## src/hdl/rcenc_pkg.sv

```systemverilog
// Shared widths, codes and pattern constants of the RC5/RC6 infrared burst encoder.
`timescale 1ns / 1ps
`default_nettype none

package rcenc_pkg;

	// Half-bit pattern store and the run counting over it
	localparam int HALF_BITS = 128;
	localparam int CNT_GROUP = 8;
	localparam int CNT_STEPS = HALF_BITS / CNT_GROUP;
	localparam int CNT_W     = $clog2(CNT_STEPS);
	localparam int RISE_W    = $clog2(CNT_GROUP + 1);
	localparam int ITEM_W    = $clog2(HALF_BITS / 2 + 1);

	// At most this many pairs follow the header beat
	localparam int MAX_PAIRS = 43;
	localparam int PAIR_W    = $clog2(MAX_PAIRS + 1);

	// Field widths
	localparam int ACT_W    = 2;
	localparam int SYS_W    = 8;
	localparam int CMD_W    = 8;
	localparam int DATA_W   = 6;
	localparam int CUST_W   = 16;
	localparam int KIND_W   = 2;
	localparam int WORD_W   = 16;
	localparam int STAT_W   = 3;
	localparam int UNIT_W   = 12;
	localparam int CFG_IDX_W = 2;
	localparam int CFG_DAT_W = 16;

	// Time accumulator: a full pattern of one run times the widest unit fits
	localparam int ACC_W = UNIT_W + $clog2(HALF_BITS + 1);

	// Protocol codes
	localparam logic [ACT_W-1:0] ACT_RC5  = 2'd0;
	localparam logic [ACT_W-1:0] ACT_RC5X = 2'd1;
	localparam logic [ACT_W-1:0] ACT_RC6  = 2'd2;
	localparam logic [ACT_W-1:0] ACT_RC6A = 2'd3;

	// Result kinds
	localparam logic [KIND_W-1:0] KIND_HEAD = 2'd0;
	localparam logic [KIND_W-1:0] KIND_PAIR = 2'd1;
	localparam logic [KIND_W-1:0] KIND_ERR  = 2'd2;

	// Status codes; the data field cannot be out of range at its width
	localparam logic [STAT_W-1:0] STAT_OK   = 3'd0;
	localparam logic [STAT_W-1:0] STAT_SYS  = 3'd1;
	localparam logic [STAT_W-1:0] STAT_CMD  = 3'd2;
	localparam logic [STAT_W-1:0] STAT_CUST = 3'd4;

	// Register indexes
	localparam logic [CFG_IDX_W-1:0] CFG_LONG    = 2'd0;
	localparam logic [CFG_IDX_W-1:0] CFG_SHORT   = 2'd1;
	localparam logic [CFG_IDX_W-1:0] CFG_GAP     = 2'd2;
	localparam logic [CFG_IDX_W-1:0] CFG_CARRIER = 2'd3;

	// Register reset values
	localparam logic [UNIT_W-1:0] LONG_RST  = 12'd32;
	localparam logic [UNIT_W-1:0] SHORT_RST = 12'd16;
	localparam logic [WORD_W-1:0] GAP_RST   = 16'd2484;

	// Range limits
	localparam logic [SYS_W-1:0]  RC5_SYS_MAX  = 8'd31;
	localparam logic [CMD_W-1:0]  RC5_CMD_MAX  = 8'd127;
	localparam logic [CUST_W-1:0] CUST_SHORT_MAX = 16'd127;
	localparam logic [CUST_W-1:0] CUST_LONG_MIN  = 16'd32768;

	// Fixed RC6 and RC6A leaders, sent MSB first
	localparam logic [15:0] RC6_HDR  = 16'b1111110010010101;
	localparam logic [17:0] RC6A_HDR = 18'b011111110010101001;

endpackage

`default_nettype wire

```

## src/hdl/rcenc_cmd_if.sv

```systemverilog
// Command channel: one infrared command per beat.
`timescale 1ns / 1ps
`default_nettype none

interface rcenc_cmd_if;
	import rcenc_pkg::*;

	logic               valid;
	logic               ready;
	logic [ACT_W-1:0]   action;
	logic               toggle;
	logic [SYS_W-1:0]   system_addr;
	logic [CMD_W-1:0]   command_code;
	logic [DATA_W-1:0]  data_bits;
	logic [CUST_W-1:0]  customer_id;
	logic               repeat_req;

	modport source (
		output valid, action, toggle, system_addr, command_code, data_bits,
			customer_id, repeat_req,
		input  ready
	);

	modport sink (
		input  valid, action, toggle, system_addr, command_code, data_bits,
			customer_id, repeat_req,
		output ready
	);
endinterface

`default_nettype wire

```

## src/hdl/rcenc_res_if.sv

```systemverilog
// Result channel: header, burst pair or error per beat.
`timescale 1ns / 1ps
`default_nettype none

interface rcenc_res_if;
	import rcenc_pkg::*;

	logic               valid;
	logic               ready;
	logic [KIND_W-1:0]  kind;
	logic [WORD_W-1:0]  word_a;
	logic [WORD_W-1:0]  word_b;
	logic [STAT_W-1:0]  status;
	logic               last;

	modport source (
		output valid, kind, word_a, word_b, status, last,
		input  ready
	);

	modport sink (
		input  valid, kind, word_a, word_b, status, last,
		output ready
	);
endinterface

`default_nettype wire

```

## src/hdl/rc5_rc6_ir_burst_encoder.sv

```systemverilog
// Top level of the RC5/RC5X/RC6/RC6A infrared burst encoder.
`timescale 1ns / 1ps
`default_nettype none

// Takes one infrared command per cmd beat and answers on res with either a
// single error beat (first bad field wins, last set) or a header beat with the
// pair count in word_a (once) or word_b (repeat), followed by on/off pairs in
// carrier cycles; the last pair carries the gap as its off time and has last
// set. Words saturate at 65535. A good command is loaded into a 128 half-bit
// shift register, then a counting pass walks it eight half bits a cycle to
// find the pair count, then the header is sent, then one half bit per cycle
// goes through a single shared time adder, except while a pair waits for a
// free output register, until the rest of the pattern is all off, then the
// final pair is closed. cmd.ready is high only while the encoder is idle and
// its output register is free. Write configuration only while the encoder is
// idle; the carrier word is accepted but no result carries it.
module rc5_rc6_ir_burst_encoder (
	input  wire logic                           clk,
	input  wire logic                           arst_n,
	input  wire logic                           cfg_we,
	input  wire logic [rcenc_pkg::CFG_IDX_W-1:0] cfg_index,
	input  wire logic [rcenc_pkg::CFG_DAT_W-1:0] cfg_wdata,
	rcenc_cmd_if.sink                           cmd,
	rcenc_res_if.source                         res
);
	import rcenc_pkg::*;

	typedef enum logic [3:0] {
		ST_IDLE  = 4'b0001,
		ST_COUNT = 4'b0010,
		ST_HEAD  = 4'b0100,
		ST_SCAN  = 4'b1000
	} state_t;

	// Biphase coding of up to 16 bits, MSB first; rc5 picks 0 = 10, 1 = 01,
	// otherwise the inverted form 0 = 01, 1 = 10.
	function automatic logic [31:0] biphase16(input logic [15:0] v, input logic rc5);
		logic [31:0] r;
		for (int i = 0; i < 16; i++) begin
			r[2*i +: 2] = {v[i] ^ rc5, ~v[i] ^ rc5};
		end
		return r;
	endfunction

	function automatic logic [WORD_W-1:0] sat16(input logic [ACC_W-1:0] v);
		if (v > ACC_W'(16'hFFFF)) begin
			return 16'hFFFF;
		end
		return v[WORD_W-1:0];
	endfunction

	state_t                  state_q;
	logic [HALF_BITS-1:0]    pat_q;
	logic [UNIT_W-1:0]       unit_q;
	logic                    rep_q;
	logic [ITEM_W-1:0]       items_q;
	logic                    prev_q;
	logic [CNT_W-1:0]        cnt_q;
	logic                    seen_q;
	logic                    in_off_q;
	logic [ACC_W-1:0]        on_q;
	logic [ACC_W-1:0]        off_q;
	logic [PAIR_W-1:0]       pc_q;

	logic [UNIT_W-1:0]       long_q;
	logic [UNIT_W-1:0]       short_q;
	logic [WORD_W-1:0]       gap_q;

	logic                    res_valid_q;
	logic [KIND_W-1:0]       kind_q;
	logic [WORD_W-1:0]       word_a_q;
	logic [WORD_W-1:0]       word_b_q;
	logic [STAT_W-1:0]       status_q;
	logic                    last_q;

	logic                    out_free;
	logic                    cmd_take;
	logic [STAT_W-1:0]       chk_status;
	logic [HALF_BITS-1:0]    pat_new;
	logic [CNT_GROUP-1:0]    grp;
	logic [RISE_W-1:0]       rise_n;
	logic [ACC_W-1:0]        acc_sum;
	logic                    cur_bit;
	logic                    pat_empty;

	assign out_free = !res_valid_q || res.ready;
	assign cmd.ready = (state_q == ST_IDLE) && out_free;
	assign cmd_take = cmd.valid && cmd.ready;

	assign res.valid  = res_valid_q;
	assign res.kind   = kind_q;
	assign res.word_a = word_a_q;
	assign res.word_b = word_b_q;
	assign res.status = status_q;
	assign res.last   = last_q;

	// Check field ranges in order
	always_comb begin
		chk_status = STAT_OK;
		if (cmd.action == ACT_RC5 || cmd.action == ACT_RC5X) begin
			if (cmd.system_addr > RC5_SYS_MAX) begin
				chk_status = STAT_SYS;
			end else if (cmd.command_code > RC5_CMD_MAX) begin
				chk_status = STAT_CMD;
			end
		end else if (cmd.action == ACT_RC6A) begin
			if (cmd.customer_id > CUST_SHORT_MAX && cmd.customer_id < CUST_LONG_MIN) begin
				chk_status = STAT_CUST;
			end
		end
	end

	// Build the half-bit pattern, left aligned and zero filled
	always_comb begin
		logic [31:0] m5_lead;
		logic [31:0] m5_sys;
		logic [31:0] m5_cmd;
		logic [31:0] m5_dat;
		logic [31:0] m6_sys;
		logic [31:0] m6_cmd;
		logic [31:0] m6_short;
		logic [31:0] m6_long;
		logic [3:0]  tog4;
		m5_lead  = biphase16({13'd0, 1'b1, ~cmd.command_code[6], cmd.toggle}, 1'b1);
		m5_sys   = biphase16({8'd0, cmd.system_addr}, 1'b1);
		m5_cmd   = biphase16({10'd0, cmd.command_code[5:0]}, 1'b1);
		m5_dat   = biphase16({10'd0, cmd.data_bits}, 1'b1);
		m6_sys   = biphase16({8'd0, cmd.system_addr}, 1'b0);
		m6_cmd   = biphase16({8'd0, cmd.command_code}, 1'b0);
		m6_short = biphase16({8'd0, 1'b0, cmd.customer_id[6:0]}, 1'b0);
		m6_long  = biphase16({1'b1, cmd.customer_id[14:0]}, 1'b0);
		tog4     = {cmd.toggle, cmd.toggle, ~cmd.toggle, ~cmd.toggle};
		case (cmd.action)
			ACT_RC5: begin
				pat_new = {m5_lead[5:0], m5_sys[9:0], m5_cmd[11:0],
					{(HALF_BITS - 28){1'b0}}};
			end
			ACT_RC5X: begin
				pat_new = {m5_lead[5:0], m5_sys[9:0], 4'b0000, m5_cmd[11:0],
					m5_dat[11:0], {(HALF_BITS - 44){1'b0}}};
			end
			ACT_RC6: begin
				pat_new = {RC6_HDR, tog4, m6_sys[15:0], m6_cmd[15:0],
					{(HALF_BITS - 52){1'b0}}};
			end
			ACT_RC6A: begin
				if (cmd.customer_id[15]) begin
					pat_new = {RC6A_HDR, tog4, m6_long, m6_sys[15:0], m6_cmd[15:0],
						{(HALF_BITS - 86){1'b0}}};
				end else begin
					pat_new = {RC6A_HDR, tog4, m6_short[15:0], m6_sys[15:0],
						m6_cmd[15:0], {(HALF_BITS - 70){1'b0}}};
				end
			end
			default: begin
				pat_new = '0;
			end
		endcase
	end

	// Count rising edges in the top group of the pattern
	assign grp = pat_q[HALF_BITS-1 -: CNT_GROUP];
	always_comb begin
		rise_n = '0;
		for (int j = 0; j < CNT_GROUP; j++) begin
			if (j == CNT_GROUP - 1) begin
				rise_n = rise_n + RISE_W'(grp[j] & ~prev_q);
			end else begin
				rise_n = rise_n + RISE_W'(grp[j] & ~grp[j+1]);
			end
		end
	end

	// Shared time adder: grow the run that is open
	assign acc_sum   = (in_off_q ? off_q : on_q) + ACC_W'(unit_q);
	assign cur_bit   = pat_q[HALF_BITS-1];
	assign pat_empty = (pat_q == '0);

	// Configuration registers
	always_ff @(posedge clk or negedge arst_n) begin
		if (!arst_n) begin
			long_q  <= LONG_RST;
			short_q <= SHORT_RST;
			gap_q   <= GAP_RST;
		end else if (cfg_we) begin
			case (cfg_index)
				CFG_LONG:    long_q  <= cfg_wdata[UNIT_W-1:0];
				CFG_SHORT:   short_q <= cfg_wdata[UNIT_W-1:0];
				CFG_GAP:     gap_q   <= cfg_wdata;
				CFG_CARRIER: ;
				default:     ;
			endcase
		end
	end

	// Sequencer control and the output register valid
	always_ff @(posedge clk or negedge arst_n) begin
		if (!arst_n) begin
			state_q     <= ST_IDLE;
			res_valid_q <= 1'b0;
		end else begin
			if (res.ready) begin
				res_valid_q <= 1'b0;
			end
			case (state_q)
				ST_IDLE: begin
					if (cmd_take) begin
						if (chk_status != STAT_OK) begin
							res_valid_q <= 1'b1;
						end else begin
							state_q <= ST_COUNT;
						end
					end
				end
				ST_COUNT: begin
					if (cnt_q == CNT_W'(CNT_STEPS - 1)) begin
						state_q <= ST_HEAD;
					end
				end
				ST_HEAD: begin
					if (out_free) begin
						res_valid_q <= 1'b1;
						state_q     <= ST_SCAN;
					end
				end
				ST_SCAN: begin
					if (pat_empty) begin
						if (out_free) begin
							res_valid_q <= 1'b1;
							state_q     <= ST_IDLE;
						end
					end else if (seen_q && in_off_q && cur_bit && out_free) begin
						res_valid_q <= 1'b1;
						if (pc_q == PAIR_W'(MAX_PAIRS - 1)) begin
							state_q <= ST_IDLE;
						end
					end
				end
				default: begin
					state_q <= ST_IDLE;
				end
			endcase
		end
	end

	// Pattern, counters, run times and result payload
	always_ff @(posedge clk) begin
		case (state_q)
			ST_IDLE: begin
				if (cmd_take) begin
					kind_q   <= KIND_ERR;
					word_a_q <= '0;
					word_b_q <= '0;
					status_q <= chk_status;
					last_q   <= 1'b1;
					pat_q    <= pat_new;
					unit_q   <= (cmd.action == ACT_RC5 || cmd.action == ACT_RC5X) ?
						long_q : short_q;
					rep_q    <= cmd.repeat_req;
					items_q  <= '0;
					prev_q   <= 1'b0;
					cnt_q    <= '0;
				end
			end
			ST_COUNT: begin
				// Rotate, so the pattern is whole again after the pass
				items_q <= items_q + ITEM_W'(rise_n);
				prev_q  <= grp[0];
				pat_q   <= {pat_q[HALF_BITS-CNT_GROUP-1:0], grp};
				cnt_q   <= cnt_q + CNT_W'(1);
			end
			ST_HEAD: begin
				if (out_free) begin
					kind_q   <= KIND_HEAD;
					word_a_q <= rep_q ? '0 : WORD_W'(items_q);
					word_b_q <= rep_q ? WORD_W'(items_q) : '0;
					status_q <= STAT_OK;
					last_q   <= 1'b0;
					seen_q   <= 1'b0;
					in_off_q <= 1'b0;
					pc_q     <= '0;
				end
			end
			ST_SCAN: begin
				if (pat_empty) begin
					// Close the final pair with the gap
					if (out_free) begin
						kind_q   <= KIND_PAIR;
						word_a_q <= sat16(on_q);
						word_b_q <= gap_q;
						status_q <= STAT_OK;
						last_q   <= 1'b1;
					end
				end else if (!seen_q) begin
					// Drop leading off half bits
					if (cur_bit) begin
						seen_q <= 1'b1;
						on_q   <= ACC_W'(unit_q);
					end
					pat_q <= {pat_q[HALF_BITS-2:0], 1'b0};
				end else if (!in_off_q) begin
					if (cur_bit) begin
						on_q <= acc_sum;
					end else begin
						in_off_q <= 1'b1;
						off_q    <= ACC_W'(unit_q);
					end
					pat_q <= {pat_q[HALF_BITS-2:0], 1'b0};
				end else if (!cur_bit) begin
					off_q <= acc_sum;
					pat_q <= {pat_q[HALF_BITS-2:0], 1'b0};
				end else if (out_free) begin
					// A new on run closes the pair: send it and open the next
					kind_q   <= KIND_PAIR;
					word_a_q <= sat16(on_q);
					word_b_q <= sat16(off_q);
					status_q <= STAT_OK;
					last_q   <= 1'b0;
					pc_q     <= pc_q + PAIR_W'(1);
					on_q     <= ACC_W'(unit_q);
					in_off_q <= 1'b0;
					pat_q    <= {pat_q[HALF_BITS-2:0], 1'b0};
				end
			end
			default: ;
		endcase
	end

	// Error beats stand alone and end the command
	a_err_last: assert property (@(posedge clk) disable iff (!arst_n)
		res.valid && res.kind == KIND_ERR |-> res.last && res.status != STAT_OK)
		else $error("error beat without last or with ok status");

	// Header carries the count in exactly one of its words
	a_head_words: assert property (@(posedge clk) disable iff (!arst_n)
		res.valid && res.kind == KIND_HEAD |->
			!res.last && res.status == STAT_OK && (res.word_a == '0 || res.word_b == '0))
		else $error("malformed header beat");

	// Pair count never passes the limit while scanning
	a_pair_limit: assert property (@(posedge clk) disable iff (!arst_n)
		state_q == ST_SCAN |-> pc_q < PAIR_W'(MAX_PAIRS))
		else $error("pair count past limit");

	// A final beat taken with the sequencer idle and no new command leaves it ready
	a_back_idle: assert property (@(posedge clk) disable iff (!arst_n)
		res.valid && res.ready && res.last && state_q == ST_IDLE && !cmd_take |=> cmd.ready)
		else $error("encoder not ready after final beat");

endmodule

`default_nettype wire
```

## src/flat_wrapper.sv

```systemverilog
// flat-port wrapper written by rule: the top's interface ports become plain ports
module rc5_rc6_ir_burst_encoder_flat import rcenc_pkg::*;
  (clk, arst_n, cfg_we, cfg_index, cfg_wdata, cmd_valid, cmd_action, cmd_toggle, cmd_system_addr, cmd_command_code, cmd_data_bits, cmd_customer_id, cmd_repeat_req, cmd_ready, res_valid, res_kind, res_word_a, res_word_b, res_status, res_last, res_ready);
  rcenc_cmd_if cmd_i ();
  rcenc_res_if res_i ();
  input  wire logic clk;
  input  wire logic arst_n;
  input  wire logic cfg_we;
  input  wire logic [rcenc_pkg::CFG_IDX_W-1:0] cfg_index;
  input  wire logic [rcenc_pkg::CFG_DAT_W-1:0] cfg_wdata;
  input wire logic [$bits(cmd_i.valid)-1:0] cmd_valid;
  input wire logic [$bits(cmd_i.action)-1:0] cmd_action;
  input wire logic [$bits(cmd_i.toggle)-1:0] cmd_toggle;
  input wire logic [$bits(cmd_i.system_addr)-1:0] cmd_system_addr;
  input wire logic [$bits(cmd_i.command_code)-1:0] cmd_command_code;
  input wire logic [$bits(cmd_i.data_bits)-1:0] cmd_data_bits;
  input wire logic [$bits(cmd_i.customer_id)-1:0] cmd_customer_id;
  input wire logic [$bits(cmd_i.repeat_req)-1:0] cmd_repeat_req;
  output wire logic [$bits(cmd_i.ready)-1:0] cmd_ready;
  output wire logic [$bits(res_i.valid)-1:0] res_valid;
  output wire logic [$bits(res_i.kind)-1:0] res_kind;
  output wire logic [$bits(res_i.word_a)-1:0] res_word_a;
  output wire logic [$bits(res_i.word_b)-1:0] res_word_b;
  output wire logic [$bits(res_i.status)-1:0] res_status;
  output wire logic [$bits(res_i.last)-1:0] res_last;
  input wire logic [$bits(res_i.ready)-1:0] res_ready;
  assign cmd_i.valid = cmd_valid;
  assign cmd_i.action = cmd_action;
  assign cmd_i.toggle = cmd_toggle;
  assign cmd_i.system_addr = cmd_system_addr;
  assign cmd_i.command_code = cmd_command_code;
  assign cmd_i.data_bits = cmd_data_bits;
  assign cmd_i.customer_id = cmd_customer_id;
  assign cmd_i.repeat_req = cmd_repeat_req;
  assign cmd_ready = cmd_i.ready;
  assign res_valid = res_i.valid;
  assign res_kind = res_i.kind;
  assign res_word_a = res_i.word_a;
  assign res_word_b = res_i.word_b;
  assign res_status = res_i.status;
  assign res_last = res_i.last;
  assign res_i.ready = res_ready;
  rc5_rc6_ir_burst_encoder u_core (.clk(clk), .arst_n(arst_n), .cfg_we(cfg_we), .cfg_index(cfg_index), .cfg_wdata(cfg_wdata), .cmd(cmd_i), .res(res_i));
endmodule
```

## config.mk

```make
export PLATFORM = sky130hd
export DESIGN_NAME = rc5_rc6_ir_burst_encoder_flat
export DESIGN_NICKNAME = d
export VERILOG_FILES = /design/src/hdl/rcenc_pkg.sv /design/src/hdl/rcenc_cmd_if.sv /design/src/hdl/rcenc_res_if.sv /design/src/hdl/rc5_rc6_ir_burst_encoder.sv /design/src/flat_wrapper.sv
export SDC_FILE = /design/constraint.sdc
export NUM_CORES = 1
export LEC_CHECK = 0
export ABC_AREA = 0
export ABC_CLOCK_PERIOD_IN_PS = 6400
export BUFFER_PORTS_ARGS = -buffer_cell sky130_fd_sc_hd__buf_2
export CAP_MARGIN = 25
export CORE_MARGIN = 4
export CORE_UTILIZATION = 61
export CTS_CLUSTER_DIAMETER = 40
export DETAILED_ROUTE_END_ITERATION = 16
export GPL_TIMING_DRIVEN = 0
export MAX_ROUTING_LAYER = met4
export PLACE_DENSITY_LB_ADDON = 0.15
export SYNTH_ARGS = -nofsm -noshare
export SYNTH_HDL_FRONTEND = slang
export SYNTH_SLANG_ARGS = --single-unit
export TNS_END_PERCENT = 50
```

## constraint.sdc

```tcl
create_clock -name clk -period 6.4 [get_ports clk]
set_clock_uncertainty 0.1 [all_clocks]
set_input_delay 0.32 -clock clk [delete_from_list [all_inputs] [get_ports clk]]
set_output_delay 0.32 -clock clk [all_outputs]
set_load 0.01 [all_outputs]
```

==> results of run 1 <==
[flip-flops by register name, summed over array words and instances, names as in the netlist]
| register | cells |
|---|---|
| u_core.in_off_q | 1 |
| u_core.pat_q | 128 |
| u_core.items_q | 7 |
| u_core.rep_q | 1 |
| u_core.short_q | 12 |
| u_core.res.valid | 1 |
| u_core.seen_q | 1 |
| u_core.res.word_a | 16 |
| u_core.prev_q | 1 |
| u_core.long_q | 12 |
| u_core.cnt_q | 4 |
| u_core.unit_q | 12 |
| u_core.gap_q | 16 |
| u_core.res.kind | 2 |
| u_core.res.word_b | 16 |
| u_core.state_q | 4 |
| u_core.off_q | 20 |
| u_core.pc_q | 6 |
| u_core.on_q | 20 |
| u_core.res.status | 3 |
| u_core.res.last | 1 |
[path summary, 6_finish.rpt]
kind	from	to	slack [ns]
max in group asynchronous	arst_n	u_core.gap_q[2]	5.55
min reg2reg	u_core.long_q[6]	u_core.long_q[6]	0.40
min	arst_n	u_core.state_q[3]	0.10
min in group clk	cmd_data_bits[5]	u_core.pat_q[94]	0.10
max reg2reg	u_core.in_off_q	u_core.on_q[18]	1.76
max	u_core.in_off_q	u_core.on_q[18]	1.76
[synth_stat cells (all sizes together) (33+ instances only)]
master,number
edfxtp,239
nand2,112
nor2,103
mux2,77
o21ai,67
inv,54
a21oi,48
a22oi,45
buf,45
a22o,42
nor4,38
dfrtp,36
clkbuf,33
[cell families (layout without fill, tap and decap cells)]
logic type | count (synthesis) | after routing | synth area share
xor gates and xnor gates | 26 | 26 | 0.0153
and+or+nand+nor | 368 | 368 | 0.124
muxes | 107 | 107 | 0.0807
buffers and inverters | 133 | 331 | 0.0398
adders and majority gates | 28 | 28 | 0.0260
AOI/OAI and AO/OA | 303 | 303 | 0.157
DFF | 284 | 284 | 0.557
[final cells by class]
cell class / count / area (um^2) / area share
buffer: 78 / 387 / 0.0222
clock buffer: 46 / 1040 / 0.0599
clock inverter: 26 / 267 / 0.0153
inverter: 55 / 208 / 0.0119
multi-input combinational: 832 / 6030 / 0.346
sequential: 284 / 8310 / 0.477
tap: 319 / 399 / 0.0229
timing repair buffer: 126 / 790 / 0.0453
[critical path: stages (launching register included)]
cell and delay, ns:
sky130_fd_sc_hd__edfxtp_1 0.44, sky130_fd_sc_hd__buf_2 0.27, sky130_fd_sc_hd__buf_1 0.53, sky130_fd_sc_hd__clkbuf_1 0.61, sky130_fd_sc_hd__mux2_2 0.28, sky130_fd_sc_hd__ha_1 0.17
sky130_fd_sc_hd__inv_1 0.07, sky130_fd_sc_hd__fa_1 0.44, sky130_fd_sc_hd__and2b_2 0.26, sky130_fd_sc_hd__o31a_4 0.16, sky130_fd_sc_hd__o2111ai_2 0.14, sky130_fd_sc_hd__and3_1 0.20
sky130_fd_sc_hd__buf_6 0.14, sky130_fd_sc_hd__or4_1 0.51, sky130_fd_sc_hd__a21oi_1 0.16
[power by group through the flow]
stage	Sequential, mW	Combinational [mW]	Clock, mW
global placement	3.37	1.68	0
floorplan	3.20	1.22	0
finish	3.31	1.85	2.18
global route	3.35	2.02	2.27
detailed placement	3.30	1.79	0
CTS	3.28	1.83	2.19
[cell usage in the layout (no fill, tap or decap), types with 9 or more instances in the layout]
cell type	count
sky130_fd_sc_hd__dlygate4sd3_1	18
sky130_fd_sc_hd__dfstp_2	9
sky130_fd_sc_hd__a21oi_1	47
sky130_fd_sc_hd__nor2_1	100
sky130_fd_sc_hd__a221o_1	17
sky130_fd_sc_hd__a222oi_1	20
sky130_fd_sc_hd__dfrtp_1	36
sky130_fd_sc_hd__nor4_1	36
sky130_fd_sc_hd__a311oi_2	9
sky130_fd_sc_hd__and2_1	9
sky130_fd_sc_hd__a22oi_1	44
sky130_fd_sc_hd__inv_1	54
sky130_fd_sc_hd__ha_1	23
sky130_fd_sc_hd__nand4_1	9
sky130_fd_sc_hd__buf_2	123
sky130_fd_sc_hd__a22o_1	42
sky130_fd_sc_hd__mux2i_1	27
sky130_fd_sc_hd__nor2b_1	11
sky130_fd_sc_hd__edfxtp_1	239
sky130_fd_sc_hd__mux2_2	77
sky130_fd_sc_hd__clkbuf_1	36
sky130_fd_sc_hd__clkbuf_16	41
sky130_fd_sc_hd__xnor2_1	15
sky130_fd_sc_hd__nand2_1	111
sky130_fd_sc_hd__nand2b_1	17
sky130_fd_sc_hd__o21ai_0	65
sky130_fd_sc_hd__xor2_1	11
sky130_fd_sc_hd__nand3_1	15
sky130_fd_sc_hd__and3b_1	10
sky130_fd_sc_hd__buf_1	15
sky130_fd_sc_hd__nor3_1	11
[layer usage]
metal	vias to the layer above	GRT usage	routed length, um
li1	5140	-	-
met1	5641	0.465	17400
met2	745	0.449	18100
met3	109	0.0711	4850
met4	0	0.0938	1240
met5	-	-	0
==> metrics.cfg, run 1 <==
[outcome]
status = completed

[clocking]
cts.reportedPaths.clkPinSlew_ns = 0.06
worst_skew_pair.late_latency_ns = 0.52
htree_num_levels = 2
ctsHoldBuffers = 18
clockBufferDepth = 3
cts_root_buffer = sky130_fd_sc_hd__clkbuf_16
numClockSinks = 284
post_cts_resize_count = 0
tritoncts = built
cts_setup_buffers = 0
cts-buffers-inserted = 40

[logic_synthesis]
synth.area.top_cells = sky130_fd_sc_hd__edfxtp_1 48%, sky130_fd_sc_hd__dfrtp_1 6.0%, sky130_fd_sc_hd__mux2_2 5.8%
synth_enable_flop_cells = 239
synth.avg_cell_area_um2 = 11.9
synth_top_cell_by_area = sky130_fd_sc_hd__edfxtp_1
asyncSetResetFlopFracSynth = 0.158
ys_warn_count = 0
netlist_cell_types = 81
synthesis.area_mm2 = 0.0149
netlist_instances = 1249
synth.ff_latch_count = 284
synth.yosys.seq_area_share = 0.557
synth_top_area_frac = 0.481
synth_flop_cell = sky130_fd_sc_hd__edfxtp_1
mapped_nets = 1342

[layout]
num-nets-final = 1510
syn2layout_area_growth_pct = 16.9
layout.filler_cells = 1636
post-route-cell-area_mm2 = 0.0174
postLayoutCoreUtil = 0.734
final_cell_count_no_fill = 1766
drive_gt1_frac = 0.232
count_of_antenna_diodes_in_the_layout = 0

[power]
share_clk_of_total_power = 0.296
p_switching_mw = 2.49
design_power_total_mw = 7.34
power_frac_comb = 0.252
swShare = 0.340
internal_power_mw = 4.85
peak_ir_drop_on_the_vdd_network_mv = 0.252
total_power_divided_by_cell_area_mw_per_mm2 = 421
share_of_power_burned_in_registers = 0.451
leakage_nw = 6.73

[place]
io_buffers = 102
placed_cell_area_mm2 = 0.0159
gpl.final_weighted_congestion = 0.985
place_hpwl_mm = 29.1
placedCellCount = 1675
preCtsSetupSlack_ns = 1.91

[timing]
maxSlewHeadroom = 0.303
grt_setup_unrepaired = false
setup-violations-final = 0
final.setup.worst_slack_ns = 1.76
min_period_ns = 4.64
timing_hold_violations_final = 0
fin_crit_sh = 0.726
achievable-frequency_mhz = 215
hold_ws_ns = 0.101
fin_tns_setup_ns = 0
finalMaxSlewViolations = 0
worstMarginPinSlew_ns = 1.03

[worst_setup_path]
critical_path_required_ns = 6.68
cp_max_fo = 10
worstSetupPathType = reg -> reg
start_kind = flop
cp_arrival_ns = 4.92
ff2ff_path_depth = 14
cp-end-kind = flop

[global_routing]
antenna_violations_before_repair = 0
grt_remaining_overflow = 0
largest_net_degree_at_the_start_of_global_routing = 47
global_route.usage.total = 0.317
grt_pass1_vias = 11300
first_pass_grt_wire_length_mm = 64.1

[routing]
route.antenna.remaining_nets = 0
initialDrtViolationCount = 1797
wire_per_inst_um = 23.5
vias = 11600
detail_route.first_pass.iterations = 6
drcViolationCount = 0
detail_route.wirelength_mm = 41.6
vias_per_cell = 6.59

[worst_hold_path]
hold_path.class = in -> async

[floorplan]
placement_rows = 56
floorplan.die_area_mm2 = 0.0270
boundaryPins = 105
initial_core_util = 0.628
die_w_um = 164
core-area_mm2 = 0.0238
die-height_um = 164

[job]
cap_violations = 0

(Power assumes the default switching activity.)
==> run 2, diff against run 1 <==
ABC_CLOCK_PERIOD_IN_PS = 4660   (was 6400)
clock period = 4.66 ns   (was 6.4 ns; I/O delays follow)
==> run 2 against run 1 <==
  * First-iteration DRC count shrank 6.0%
  * Combinational power rose by 36%
  * Sequential power increased by 38%
  * Die area unchanged
  * Clock power rose by 44%
  * Sequential cell count stayed put
  * Highest routed layer unchanged
==> metrics.cfg, run 2 (same netlist as run 1, synthesis figures left out) <==
[routing]
vias = 11600
initialDrtViolationCount = 1689
vias_per_cell = 6.57
wire_per_inst_um = 23.5
detail_route.first_pass.iterations = 7
drcViolationCount = 0
route.antenna.remaining_nets = 0
detail_route.wirelength_mm = 41.6

[clocking]
clockBufferDepth = 3
tritoncts = built
cts.reportedPaths.clkPinSlew_ns = 0.06
numClockSinks = 284
cts-buffers-inserted = 40
worst_skew_pair.late_latency_ns = 0.53
cts_root_buffer = sky130_fd_sc_hd__clkbuf_16
htree_num_levels = 2

[timing]
finalMaxSlewViolations = 0
min_period_ns = 4.39
hold_ws_ns = 0.00755
fin_crit_sh = 0.941
setup-violations-final = 0
maxSlewHeadroom = 0.337
achievable-frequency_mhz = 228
timing_hold_violations_final = 0
grt_setup_unrepaired = false
worstMarginPinSlew_ns = 0.980

[job]
cap_violations = 0

[global_routing]
antenna_violations_before_repair = 0
grt_pass1_vias = 11100
first_pass_grt_wire_length_mm = 63.3
global_route.usage.total = 0.313
largest_net_degree_at_the_start_of_global_routing = 66
grt_remaining_overflow = 0

[place]
place_hpwl_mm = 28.9
io_buffers = 102
gpl.final_weighted_congestion = 0.972

[floorplan]
initial_core_util = 0.628
floorplan.die_area_mm2 = 0.0270
boundaryPins = 105
core-area_mm2 = 0.0238
placement_rows = 56
die_w_um = 164
die-height_um = 164

[layout]
top_register = u_core.pat_q
mostFrequentLayoutCells = 239 x sky130_fd_sc_hd__edfxtp_1, 123 x sky130_fd_sc_hd__buf_2, 111 x sky130_fd_sc_hd__nand2_1
count_of_antenna_diodes_in_the_layout = 0
layout_commonest_cell = sky130_fd_sc_hd__edfxtp_1
num-nets-final = 1513
drive_gt1_frac = 0.233
largest_register_ff_count = 128
top_regs = u_core.pat_q (128), u_core.off_q (20), u_core.on_q (20)
syn2layout_area_growth_pct = 17.5

[worst_setup_path]
cp_arrival_ns = 4.57
worstSetupPathType = reg -> reg
critical_path_required_ns = 4.84
cp-end-kind = flop
start_kind = flop
cp_max_fo = 10

[worst_hold_path]
hold_path.class = in -> reg

[outcome]
status = completed

[power]
design_power_total_mw = 10.2
leakage_nw = 6.77
peak_ir_drop_on_the_vdd_network_mv = 0.524
total_power_divided_by_cell_area_mw_per_mm2 = 582

-- run 2: cell count changes in the layout (fill, tap and decap cells not counted), moves of 2 or more --
cell / before / now
sky130_fd_sc_hd__clkbuf_1: 36 / 32
sky130_fd_sc_hd__dlygate4sd3_1: 18 / 22
sky130_fd_sc_hd__inv_8: 4 / 0
sky130_fd_sc_hd__bufinv_16: 3 / 5
sky130_fd_sc_hd__clkbuf_2: 2 / 4
sky130_fd_sc_hd__clkbuf_8: 1 / 3
sky130_fd_sc_hd__clkinvlp_4: 1 / 3
sky130_fd_sc_hd__inv_6: 6 / 4
-- run 2: path summary, 6_finish.rpt --
check                                   from                 to  slack, ns  cells past startpoint
max                          u_core.in_off_q   u_core.off_q[13]       0.27                     11
max reg2reg                  u_core.in_off_q   u_core.off_q[13]       0.27                     11
min reg2reg                u_core.long_q[10]  u_core.long_q[10]       0.40                      1
max in group asynchronous             arst_n  u_core.state_q[0]       3.39                      4
min                         cmd_data_bits[4]   u_core.pat_q[92]      0.008                      5
min in group asynchronous             arst_n   u_core.gap_q[15]       0.53                      3
-- run 2: per-stage QoR --
step                utilization  instances  area (um^2)  TNS (ns)  setup slack (ns)
finish                    0.738       1769        17500         0             0.273
global placement          0.667       1670        15800     -6.31           -0.0548
detailed placement        0.670       1673        15900         0             0.193
floorplan                     -       1249        14900         0             0.682
CTS                       0.737       1766        17500         0             0.156
global route              0.738       1769        17500         0            0.0532
-- run 2: routing by layer --
layer	GRT usage	part of all wire	up-vias
met5	-	0	-
met4	0.0730	0.021	0
met3	0.0761	0.12	81
met2	0.450	0.44	728
met1	0.458	0.42	5668
li1	-	-	5152
-- run 2: repair_timing --
action                                 CTS  global route
setup endpoints to repair                0            11
buffers inserted                         0             0
gates resized for setup                  0             4
hold buffers                            21             1
endpoints found under the hold margin   80             3
-- run 2: critical path: stages, from the launching register on --
cell	delay, ns
sky130_fd_sc_hd__edfxtp_1	0.45
sky130_fd_sc_hd__buf_2	0.28
sky130_fd_sc_hd__buf_1	0.53
sky130_fd_sc_hd__clkbuf_2	0.42
sky130_fd_sc_hd__mux2_2	0.39
sky130_fd_sc_hd__ha_1	0.33
sky130_fd_sc_hd__o21ai_0	0.14
sky130_fd_sc_hd__o21a_1	0.25
sky130_fd_sc_hd__a2111oi_4	0.73
sky130_fd_sc_hd__o31ai_1	0.20
sky130_fd_sc_hd__xnor2_1	0.16
sky130_fd_sc_hd__and2_1	0.15
-- run 2: power breakdown --
group / internal, mW / switching (mW) / total, mW / leakage (nW)
registers: 3.88 / 0.685 / 4.56 / 2.79
logic: 0.956 / 1.56 / 2.52 / 3.30
clock network: 1.96 / 1.16 / 3.13 / 0.668
total: 6.80 / 3.41 / 10.2 / 6.77
-- run 2: final cells by class --
cell class              instances  area [um^2]
plain buffers                  78          389
clock buffers                  47         1090
flip-flops and latches        284         8310
repair buffers                129          810
multi-input cells             832         6030
fillers                      1618         6220
well taps                     319          399
inverters                      55          208
clock inverters                25          293
==> run 3, diff against run 2 <==
ABC_AREA = 1   (was 0)
==> run 3 against run 2 <==
  * Clock-buffer cell count unchanged
  * Cell count is 22% higher
  * Wire length increased by 9.0%
  * Largest cell class unchanged
  * Highest routed layer unchanged
  * First-iteration DRC count is 15% higher
==> metrics.cfg, run 3 <==
[logic_synthesis]
synth_enable_flop_cells = 239
ys_warn_count = 0
synth.yosys.seq_area_share = 0.557
mapped_nets = 1734
synth.avg_cell_area_um2 = 9.10
synth.cells.most_frequent = 395 x sky130_fd_sc_hd__nand2_1, 239 x sky130_fd_sc_hd__edfxtp_1, 180 x sky130_fd_sc_hd__o21ai_0, 175 x sky130_fd_sc_hd__inv_1, 152 x sky130_fd_sc_hd__nor2_1
synth.ff_latch_count = 284
most_repeated_cell_in_the_gate_level_netlist_after_synthesis = sky130_fd_sc_hd__nand2_1
synth_top_cell_by_area = sky130_fd_sc_hd__edfxtp_1
synthesis.area_mm2 = 0.0149
asyncSetResetFlopFracSynth = 0.158
synth_top_area_frac = 0.481
synth.area.top_cells = sky130_fd_sc_hd__edfxtp_1 48%, sky130_fd_sc_hd__nand2_1 9.9%, sky130_fd_sc_hd__dfrtp_1 6.0%
synth_flop_cell = sky130_fd_sc_hd__edfxtp_1
netlist_cell_types = 49
netlist_instances = 1641

[layout]
largest_register_ff_count = 128
drive_gt1_frac = 0.135
count_of_antenna_diodes_in_the_layout = 0
top_regs = u_core.pat_q (128), u_core.off_q (20), u_core.on_q (20)
top_register = u_core.pat_q
post-route-cell-area_mm2 = 0.0176
layout_commonest_cell = sky130_fd_sc_hd__nand2_1
postLayoutCoreUtil = 0.740
num-nets-final = 1910
syn2layout_area_growth_pct = 17.7
mostFrequentLayoutCells = 395 x sky130_fd_sc_hd__nand2_1, 239 x sky130_fd_sc_hd__edfxtp_1, 180 x sky130_fd_sc_hd__o21ai_0

[worst_setup_path]
cpMaxStageDelayCell = sky130_fd_sc_hd__fa_1
worstSetupPathType = reg -> reg
reg2reg_setup_slack_ns = 0.22
crit_path_cell_trace = nor2_1 -> a21oi_1 -> ha_1 -> inv_1 -> fa_1 -> fa_1 -> inv_1 -> ha_1 -> inv_1 -> fa_1 -> xnor2_2 -> ha_1 -> a31oi_1 -> or2_2 -> nor2_1 -> a21oi_1 -> o21a_1
crit_family = adder cells
ff2ff_path_depth = 17
crit-reg2reg-launch = u_core.pat_q[121]
cp_max_fo = 5
cp-end-kind = flop
cp_num_buf_inv = 3
slowest_delay_ns = 0.49
cp_arrival_ns = 4.63
start_kind = flop
critical_path_required_ns = 4.85
crit-reg2reg-capture = u_core.items_q[6]

[clocking]
cts.reportedPaths.clkPinSlew_ns = 0.06
clockBufferDepth = 3
tritoncts = built
cts_root_buffer = sky130_fd_sc_hd__clkbuf_16
numClockSinks = 284
worst_skew_pair.late_latency_ns = 0.55
htree_num_levels = 2
cts-buffers-inserted = 39

[floorplan]
floorplan.die_area_mm2 = 0.0270
die-height_um = 164
die_w_um = 164
core-area_mm2 = 0.0238
boundaryPins = 105
initial_core_util = 0.629
placement_rows = 56

[global_routing]
grt_remaining_overflow = 0
antenna_violations_before_repair = 1
first_pass_grt_wire_length_mm = 69.8
grt_pass1_vias = 12700
global_route.usage.total = 0.345
largest_net_degree_at_the_start_of_global_routing = 69

[routing]
vias_per_cell = 6.12
drcViolationCount = 0
wire_per_inst_um = 20.9
detail_route.wirelength_mm = 45.3
initialDrtViolationCount = 1949
detail_route.first_pass.iterations = 7
route.antenna.remaining_nets = 0
vias = 13300

[timing]
maxSlewHeadroom = 0.344
achievable-frequency_mhz = 225
timing_hold_violations_final = 0
worstMarginPinSlew_ns = 0.977
setup-violations-final = 0
min_period_ns = 4.44
fin_crit_sh = 0.953
final.setup.worst_slack_ns = 0.219
finalMaxSlewViolations = 0

[worst_hold_path]
hold_path.class = in -> reg
hold_end = u_core.short_q[2]
min-delay-start = cfg_we
min_delay_path_depth = 4

[place]
io_buffers = 104
placed_cell_area_mm2 = 0.0160
place_hpwl_mm = 32.7
gpl.final_weighted_congestion = 0.983
preCtsSetupSlack_ns = 0.346

[outcome]
status = completed

[job]
cap_violations = 0

[power]
leakage_nw = 7.44
peak_ir_drop_on_the_vdd_network_mv = 0.414
total_power_divided_by_cell_area_mw_per_mm2 = 645

run 3: cell count changes after synthesis, moves of 50 or more:
| cell | change |
|---|---|
| sky130_fd_sc_hd__inv_1 | +121 |
| sky130_fd_sc_hd__mux2_2 | -73 |
| sky130_fd_sc_hd__nand2_1 | +284 |
| sky130_fd_sc_hd__nor2_1 | +51 |
| sky130_fd_sc_hd__o21ai_0 | +115 |
| sky130_fd_sc_hd__o22ai_1 | +50 |
run 3: cells by family (layout without fill, tap and decap cells):
family,Yosys count,in the layout,share of synthesized area
compound gates,404,404,0.162
xor+xnor,15,15,0.00880
fa+ha+maj,28,28,0.0260
buf+inv,264,471,0.0685
flops,284,284,0.557
mux,4,4,0.00302
simple gates,642,642,0.175
run 3: tightest hold or removal path: cells and delay by family:
kind | cells | cell delay [ns]
compound gates | 1 | 0.07
buf+inv | 1 | 0.10
simple gates | 2 | 0.21
run 3: per-stage QoR:
step           hold WS, ns  std cells  total power [mW]  setup TNS, ns
2_1_floorplan       -0.163       1641              6.87              0
3_3_place_gp         0.333       2064              7.97         -0.210
3_5_place_dp         0.331       2069              8.19              0
4_1_cts            0.00164       2163              11.2              0
5_1_grt             0.0206       2167              11.9       -0.00483
6_report            0.0152       2167              11.3              0
run 3: repair_timing:
| item | CTS | global route |
|---|---|---|
| resized for setup | 0 | 1 |
| setup endpoints to repair | 0 | 1 |
| hold buffers | 22 | 1 |
| endpoints found under the hold margin | 81 | 5 |
| setup buffers | 0 | 2 |
run 3: cell type report:
class	count	area, um^2
inverters	189	709
well taps	319	399
plain buffers	75	314
repair buffers	135	882
clock buffers	47	1040
clock inverters	25	293
multi-input cells	1093	5640
fillers	1734	6170
flip-flops and latches	284	8310
run 3: layer usage:
layer | track usage | part of all wire | vias to the layer above
met5 | - | 0 | -
li1 | - | - | 6048
met4 | 0.0964 | 0.026 | 0
met1 | 0.489 | 0.40 | 6211
met3 | 0.0701 | 0.12 | 122
met2 | 0.515 | 0.45 | 890
run 3: how the worst max path moves through the flow:
| stage | depth (start not counted) | end | slack, ns | startpoint |
|---|---|---|---|---|
| floorplan | 19 | u_core.items_q[5] | 0.70 | u_core.pat_q[121] |
| global placement | 7 | u_core.pat_q[65] | -0.008 | u_core.state_q[3] |
| detailed placement | 17 | u_core.items_q[6] | 0.35 | u_core.pat_q[121] |
| CTS | 17 | u_core.items_q[6] | 0.29 | u_core.pat_q[121] |
| global route | 19 | u_core.items_q[5] | -0.005 | u_core.pat_q[121] |
| finish | 17 | u_core.items_q[6] | 0.22 | u_core.pat_q[121] |
run 3: power by group:
part | total, mW | switching (mW) | internal (mW)
clock | 3.00 | 1.21 | 1.80
sequential | 4.81 | 0.682 | 4.13
combinational | 3.54 | 2.40 | 1.13
